[src/rtl/sfv_pkg.sv]
`timescale 1ns / 1ps
`default_nettype none
// ----------------------------------------------------------------------------
// sfv_pkg
// shared types, frame layout constants and the crc-16/modbus byte update
// ----------------------------------------------------------------------------
package sfv_pkg;

    localparam int unsigned FrameLen   = 23;
    localparam int unsigned PayloadLen = 19;
    localparam int unsigned CountW     = 5;
    localparam int unsigned ByteW      = 8;
    localparam int unsigned CrcW       = 16;
    localparam int unsigned CfgAddrW   = 1;
    localparam int unsigned OutDataW   = 176;  // 170 field bits padded to bytes
    localparam int unsigned OutUsedW   = 170;

    localparam logic [CrcW-1:0]  CrcInit = 16'hFFFF;
    localparam logic [CrcW-1:0]  CrcPoly = 16'hA001;
    localparam logic [ByteW-1:0] StartDelimReset = 8'h02;
    localparam logic [ByteW-1:0] EndDelimReset   = 8'h03;

    // register indexes of the configuration port
    localparam logic [CfgAddrW-1:0] CfgStartDelim = 1'b0;
    localparam logic [CfgAddrW-1:0] CfgEndDelim   = 1'b1;

    typedef enum logic [1:0] {
        ST_OK        = 2'd0,
        ST_BAD_LEN   = 2'd1,
        ST_BAD_DELIM = 2'd2,
        ST_BAD_CRC   = 2'd3
    } t_frame_status;

    // one byte of crc-16/modbus, lsb first, eight shift steps
    function automatic logic [CrcW-1:0] crc_byte(input logic [CrcW-1:0] crc,
                                                 input logic [ByteW-1:0] b);
        logic [CrcW-1:0] c;
        c = crc ^ {8'h00, b};
        for (int k = 0; k < 8; k++) begin
            if (c[0]) begin
                c = (c >> 1) ^ CrcPoly;
            end else begin
                c = c >> 1;
            end
        end
        return c;
    endfunction

endpackage

`default_nettype wire

[src/rtl/sensor_frame_validator.sv]
`timescale 1ns / 1ps
`default_nettype none
// ----------------------------------------------------------------------------
// sensor_frame_validator
// checks delimited 23-byte sensor frames with crc-16/modbus and decodes them
// ----------------------------------------------------------------------------
// usage
//   slave stream: one received byte per transfer in s_axis_tdata, s_axis_tlast
//   on the final byte of a packet. every transfer updates the byte position;
//   payload bytes update the running crc and payload store in the same cycle.
//   master stream: one result per packet, registered, valid the cycle after
//   the transfer that carried tlast. non-ok results carry zeros in every
//   field but the status.
//   throughput: one byte per cycle unless s_axis_tready is low; the crc byte
//   update is eight shift steps unrolled between byte input and crc register.
//   stall: the result register holds while m_axis_tready is low; bytes keep
//   flowing whenever the result register is empty or being drained, and
//   s_axis_tready drops only while a result waits and the sink is stalled.
//   reset (synchronous, active low): delimiters return to 0x02 / 0x03, the
//   packet position restarts, no result is pending.
//   configuration: write i_cfg_we / i_cfg_addr / i_cfg_wdata while idle.
// ----------------------------------------------------------------------------
module sensor_frame_validator (
    input  wire logic                          i_clk,
    input  wire logic                          i_rst_n,
    // configuration write port
    input  wire logic                          i_cfg_we,
    input  wire logic [sfv_pkg::CfgAddrW-1:0]  i_cfg_addr,
    input  wire logic [sfv_pkg::ByteW-1:0]     i_cfg_wdata,
    // byte stream in
    input  wire logic                          s_axis_tvalid,
    output logic                               s_axis_tready,
    input  wire logic [7:0]                    s_axis_tdata,  // [7:0] rx_byte
    input  wire logic                          s_axis_tlast,  // last_byte
    // result stream out
    output logic                               m_axis_tvalid,
    input  wire logic                          m_axis_tready,
    // [1:0] frame_status, [2] mode_flag, [9:3] device_id_head,
    // [73:10] device_id_tail, [81:74] node_id, [83:82] button_bits,
    // [89:84] battery_bits, [121:90] latitude, [153:122] longitude,
    // [169:154] ack_crc, [175:170] zero
    output logic [sfv_pkg::OutDataW-1:0]       m_axis_tdata
);
    import sfv_pkg::*;

    // configuration
    logic [ByteW-1:0] r_start_delim;
    logic [ByteW-1:0] r_end_delim;

    // packet state
    logic [CountW-1:0] r_count, n_count;
    logic [CrcW-1:0]   r_crc, n_crc;
    logic              r_start_ok, n_start_ok;
    logic [CrcW-1:0]   r_check, n_check;     // received crc, high then low
    logic [CrcW-1:0]   r_ack, n_ack;         // crc of the node id byte
    logic [ByteW-1:0]  r_payload [PayloadLen];

    // result register
    logic                r_m_valid;
    logic [OutDataW-1:0] r_m_data, n_m_data;

    logic              in_xfer;
    logic              last_xfer;
    logic              end_ok;
    logic              pl_we;
    logic [CountW-1:0] pl_idx;
    t_frame_status     status;

    assign s_axis_tready = !r_m_valid || m_axis_tready;
    assign in_xfer       = s_axis_tvalid && s_axis_tready;
    assign last_xfer     = in_xfer && s_axis_tlast;

    // payload bytes sit at positions 1 to 19
    assign pl_we  = in_xfer && (r_count >= CountW'(1)) && (r_count <= CountW'(PayloadLen));
    assign pl_idx = r_count - CountW'(1);

    assign end_ok = (r_count == CountW'(FrameLen - 1)) && (s_axis_tdata == r_end_delim);

    // per-byte state update
    always_comb begin
        n_count    = r_count;
        n_crc      = r_crc;
        n_start_ok = r_start_ok;
        n_check    = r_check;
        n_ack      = r_ack;
        if (r_count == '0) begin
            n_start_ok = (s_axis_tdata == r_start_delim);
        end else if (r_count <= CountW'(PayloadLen)) begin
            n_crc = crc_byte(r_crc, s_axis_tdata);
        end else if (r_count == CountW'(PayloadLen + 1)) begin
            n_check = {s_axis_tdata, r_check[7:0]};
        end else if (r_count == CountW'(PayloadLen + 2)) begin
            n_check = {r_check[15:8], s_axis_tdata};
        end
        // payload byte 9 is the node id; its ack crc is ready in advance
        if (r_count == CountW'(10)) begin
            n_ack = crc_byte(CrcInit, s_axis_tdata);
        end
        if (r_count != '1) begin
            n_count = r_count + CountW'(1);
        end
    end

    // status at the end of a packet: length, then delimiters, then crc
    always_comb begin
        if (r_count != CountW'(FrameLen - 1)) begin
            status = ST_BAD_LEN;
        end else if (!r_start_ok || !end_ok) begin
            status = ST_BAD_DELIM;
        end else if (r_crc != r_check) begin
            status = ST_BAD_CRC;
        end else begin
            status = ST_OK;
        end
    end

    // decoded result, fields zero unless the frame is good
    always_comb begin
        n_m_data = '0;
        n_m_data[1:0] = status;
        if (status == ST_OK) begin
            n_m_data[2]       = r_payload[0][7];
            n_m_data[9:3]     = r_payload[0][6:0];
            n_m_data[73:10]   = {r_payload[1], r_payload[2], r_payload[3], r_payload[4],
                                 r_payload[5], r_payload[6], r_payload[7], r_payload[8]};
            n_m_data[81:74]   = r_payload[9];
            n_m_data[83:82]   = r_payload[10][7:6];
            n_m_data[89:84]   = r_payload[10][5:0];
            n_m_data[121:90]  = {r_payload[11], r_payload[12], r_payload[13], r_payload[14]};
            n_m_data[153:122] = {r_payload[15], r_payload[16], r_payload[17], r_payload[18]};
            n_m_data[169:154] = r_ack;
        end
    end

    // configuration registers
    always_ff @(posedge i_clk) begin
        if (!i_rst_n) begin
            r_start_delim <= StartDelimReset;
            r_end_delim   <= EndDelimReset;
        end else if (i_cfg_we) begin
            unique case (i_cfg_addr)
                CfgStartDelim: r_start_delim <= i_cfg_wdata;
                CfgEndDelim:   r_end_delim   <= i_cfg_wdata;
                default: ;
            endcase
        end
    end

    // packet control state, restarted after every tlast transfer
    always_ff @(posedge i_clk) begin
        if (!i_rst_n) begin
            r_count    <= '0;
            r_crc      <= CrcInit;
            r_start_ok <= 1'b0;
        end else if (last_xfer) begin
            r_count    <= '0;
            r_crc      <= CrcInit;
            r_start_ok <= 1'b0;
        end else if (in_xfer) begin
            r_count    <= n_count;
            r_crc      <= n_crc;
            r_start_ok <= n_start_ok;
        end
    end

    // payload and received check bytes, no reset
    always_ff @(posedge i_clk) begin
        if (in_xfer) begin
            r_check <= n_check;
            r_ack   <= n_ack;
        end
        if (pl_we) begin
            r_payload[pl_idx] <= s_axis_tdata;
        end
    end

    // result register
    always_ff @(posedge i_clk) begin
        if (!i_rst_n) begin
            r_m_valid <= 1'b0;
        end else if (last_xfer) begin
            r_m_valid <= 1'b1;
        end else if (m_axis_tready) begin
            r_m_valid <= 1'b0;
        end
    end

    always_ff @(posedge i_clk) begin
        if (last_xfer) begin
            r_m_data <= n_m_data;
        end
    end

    assign m_axis_tvalid = r_m_valid;
    assign m_axis_tdata  = r_m_data;

endmodule

`default_nettype wire

[config.mk]
export PLATFORM = sky130hd
export DESIGN_NAME = sensor_frame_validator
export DESIGN_NICKNAME = d
export VERILOG_FILES = /design/src/rtl/sfv_pkg.sv /design/src/rtl/sensor_frame_validator.sv
export SDC_FILE = /design/constraint.sdc
export NUM_CORES = 1
export LEC_CHECK = 0
export ABC_CLOCK_PERIOD_IN_PS = 7200
export BUFFER_PORTS_ARGS = -buffer_cell sky130_fd_sc_hd__buf_2
export CAP_MARGIN = 5
export CELL_PAD_IN_SITES_DETAIL_PLACEMENT = 1
export CELL_PAD_IN_SITES_GLOBAL_PLACEMENT = 1
export CORE_MARGIN = 5
export CORE_UTILIZATION = 45
export CTS_BUF_LIST = sky130_fd_sc_hd__clkbuf_2 sky130_fd_sc_hd__clkbuf_4 sky130_fd_sc_hd__clkbuf_8
export CTS_CLUSTER_SIZE = 28
export DETAILED_ROUTE_END_ITERATION = 16
export PLACE_DENSITY_LB_ADDON = 0.25
export REMOVE_ABC_BUFFERS = 1
export SLEW_MARGIN = 0
export SYNTH_ARGS = -nofsm -noshare
export SYNTH_HDL_FRONTEND = slang
export SYNTH_SLANG_ARGS = --single-unit
[constraint.sdc]
create_clock -name i_clk -period 7.2 [get_ports i_clk]
set_input_delay 1.44 -clock i_clk [delete_from_list [all_inputs] [get_ports i_clk]]
set_output_delay 1.44 -clock i_clk [all_outputs]
set_load 0.03 [all_outputs]
==> results.toml <==
[worst_setup_path]
crit_type = "input pin to register"
endpoint_kind = "register"
cp.required_ns = 7.65
worstPathMaxFanout = 108
r2r_end = "r_payload[13][3]"
cp-start-kind = "input pin"
rr_startpoint = "r_count[1]"
reg2reg_slack_ns = 3.98
crit_arrival_ns = 4.12
worstRegToRegCells = 6

[clock_network]
tritoncts = "yes"
clk_latency_ns = 0.60
h-tree-depth = 2
cts_buffers = 60
cts_setup_buffers = 0
cts_hold_buf = 0
clk_path_buf_depth = 3
cts.sinks = 384
ctsRootBufferMaster = "clkbuf_8"
cts_resized = 0
clk_pin_slew_ns = 0.06

[logic_synthesis]
synthFlopType = "edfxtp_1"
synth_compound_area_share_pct = 1.492
synth_area_mm2 = 0.01434
synth_enable_flop_cells = 345
ys_ff_latch = 384
yosys_warnings = 0
yosys.area_share.simple_pct = 12.43
ys_async_sr_fraction_pct = 0
yosysSeqAreaShare_pct = 77.67
synth_top_family_by_area = "simple AND/OR/NAND/NOR gates"
synth-adder-area-share_pct = 0.6106
avgSynthCellArea_um2 = 16.13
ys_types = 47
synthXorXnorAreaFrac_pct = 4.937
syn_inst = 889
synthMuxAreaShare_pct = 0.2791

[routing]
detail_route.wirelength_mm = 32.23
vias = 7875
routed_via_density = 5.094
drt_iter0_drc = 561
drc = 0
avgRoutedWirePerCell_um = 20.84
firstDrtPassIters = 4
ant_nets = 0

[flow_run]
drv_cap = 0

[grt]
grt_start_max_net_pins = 109
grt_pass1_vias = 8299
overflow = 0
grt_pass1_wl_mm = 49.48
grt_usage_pct = 17.87
antenna_found_initial = 0

[cells_and_area]
fin_nets = 1123
syn_to_final_growth_pct = 16.90
layout-drive-gt1-share_pct = 26.92
num_antenna_cells = 0

[timing]
rsz0062_at_grt = "false"
worst_pin_slew_ns = 1.036
fmax_ghz = 0.2722
finClkSkew_ns = 0.02504
setup_tns_ns = 0
finalSetupViolations = 0
hold_ws_ns = 0.4747
slew_headroom_pct = 30.94
min_period_over_period_pct = 51.02
drv_slew = 0
finalCriticalPeriod_ns = 3.673
hold_viol_final = 0

[floorplan]
die_w_um = 188.5
die_h_um = 188.5
rows = 65
start_util_pct = 45.57
top_level_ports = 201
core_mm2 = 0.03147
design.die.area_mm2 = 0.03555

[outcome]
outcome = "finished, final reports clean"

[placement]
io_buffers = 194
dp.final_hpwl_mm = 19.87
place_congestion = 0.7653

[hold_path]
min_to = "r_start_delim[5]"
hold_depth = 2
min_path_type = "register to register"
min_from = "r_start_delim[5]"

[pwr]
sequentialPowerShare_pct = 54.8
power_density_mw_per_mm2 = 273.7
power_frac_clock_pct = 38.1
p_int_w = 0.003506
combPwrFrac_pct = 7.1
power.leakage_nw = 6.479
ir_drop_mv = 0.1573
switchingPower_w = 0.001083
switching_share_pct = 23.61
routing by layer:
metal	GRT usage (%)	routed length [um]
met5	0	0
met4	4.624	587
met3	3.557	1620
met2	31.35	16340
met1	22.92	13680
cell usage in the layout, fill, tap and decap left out, types with 5 or more instances in the layout:
master,Yosys,routed
edfxtp_1,345,345
buf_2,8,194
conb_1,1,6
nor2b_1,5,5
xor2_1,9,9
and3_1,166,166
dfxtp_1,39,39
ha_1,7,7
xnor2_1,52,52
a21boi_0,14,14
o211ai_1,6,6
and2_1,11,11
clkinv_1,0,23
nand2_1,62,62
nand2b_1,6,6
nand4_1,8,8
clkbuf_4,0,18
nand3_1,15,15
buf_4,11,12
clkinv_2,0,5
nor2_1,27,27
clkbuf_8,0,65
flip-flops by register name, indices dropped and copies added, names as in the netlist:
name           count
m_axis_tdata     166
m_axis_tvalid      1
r_ack             11
r_check           16
r_count            5
r_crc             16
r_end_delim        8
r_payload        152
r_start_delim      8
r_start_ok         1
power groups by stage:
stage	Combinational (W)	Sequential, W	Clock (W)
2_1_floorplan	0.000121	0.00265	0
3_3_place_gp	0.000325	0.00256	0
3_5_place_dp	0.000332	0.00256	0
4_1_cts	0.000333	0.00252	0.00180
5_1_grt	0.000349	0.00252	0.00192
6_report	0.000326	0.00251	0.00175
final cells by class:
type                            instances  area (um^2)
Clock buffer                           83         1030
Clock inverter                         30        133.9
Fill cell                            3056        14710
Inverter                                5        23.77
Multi-Input combinational cell        436         2875
Sequential cell                       384        11140
Tap cell                              402        503.0
Timing Repair Buffer                  206         1061
cells in the mapped netlist (5+ instances only):
cell | count | area share (%)
edfxtp_1 | 345 | 72
inv_1 | 5 | 0.13
dfxtp_1 | 39 | 5.4
nor2_1 | 27 | 0.71
and2_1 | 11 | 0.48
nand4_1 | 8 | 0.35
buf_4 | 11 | 0.58
xnor2_1 | 52 | 3.2
nor2b_1 | 5 | 0.22
nand2b_1 | 6 | 0.26
nand3_1 | 15 | 0.52
buf_2 | 8 | 0.28
clkbuf_1 | 45 | 1.2
xor2_1 | 9 | 0.55
nand2_1 | 62 | 1.6
o211ai_1 | 6 | 0.31
a21boi_0 | 14 | 0.73
and3_1 | 166 | 7.2
ha_1 | 7 | 0.61
buf_6 | 5 | 0.39
cell families after synthesis:
group / Yosys count
DFF: 384
and+or+nand+nor: 319
buffers and inverters: 74
xor gates and xnor gates: 69
AOI/OAI and AO/OA: 31
adders and majority gates: 7
muxes: 4
other: 1
worst max-delay path, stage by stage:
cell and delay [ns]:
buf_2 0.57, xnor2_1 0.21, nand4_1 0.14, nor3_2 0.12
buf_4 0.69, buf_4 0.58, and3_1 0.24
metrics by stage:
step                      power [W]  area, um^2  instances  worst slack, ns  utilization [%]
after floorplan            0.002771       14010        825          -0.6527                -
after global placement     0.002885       15600       1433            3.036            49.58
after detailed placement   0.002894       15600       1433            2.956            49.58
after CTS                  0.004649       16770       1546            3.593            53.27
after global routing       0.004783       16770       1546            3.335            53.27
final                      0.004589       16770       1546            3.527            53.27
worst max-delay path by stage:
stage / startpoint / endpoint / slack, ns / cells after the start
after CTS: s_axis_tdata[0] / m_axis_tdata[145] / 3.59 / 7
after floorplan: s_axis_tdata[2] / m_axis_tdata[1] / -0.65 / 5
final: s_axis_tdata[0] / m_axis_tdata[68] / 3.53 / 7
after global routing: s_axis_tdata[0] / m_axis_tdata[89] / 3.34 / 7
after global placement: s_axis_tdata[5] / m_axis_tdata[103] / 3.04 / 7
after detailed placement: s_axis_tdata[0] / m_axis_tdata[68] / 2.96 / 7
Power figures use the tool's default switching activity.
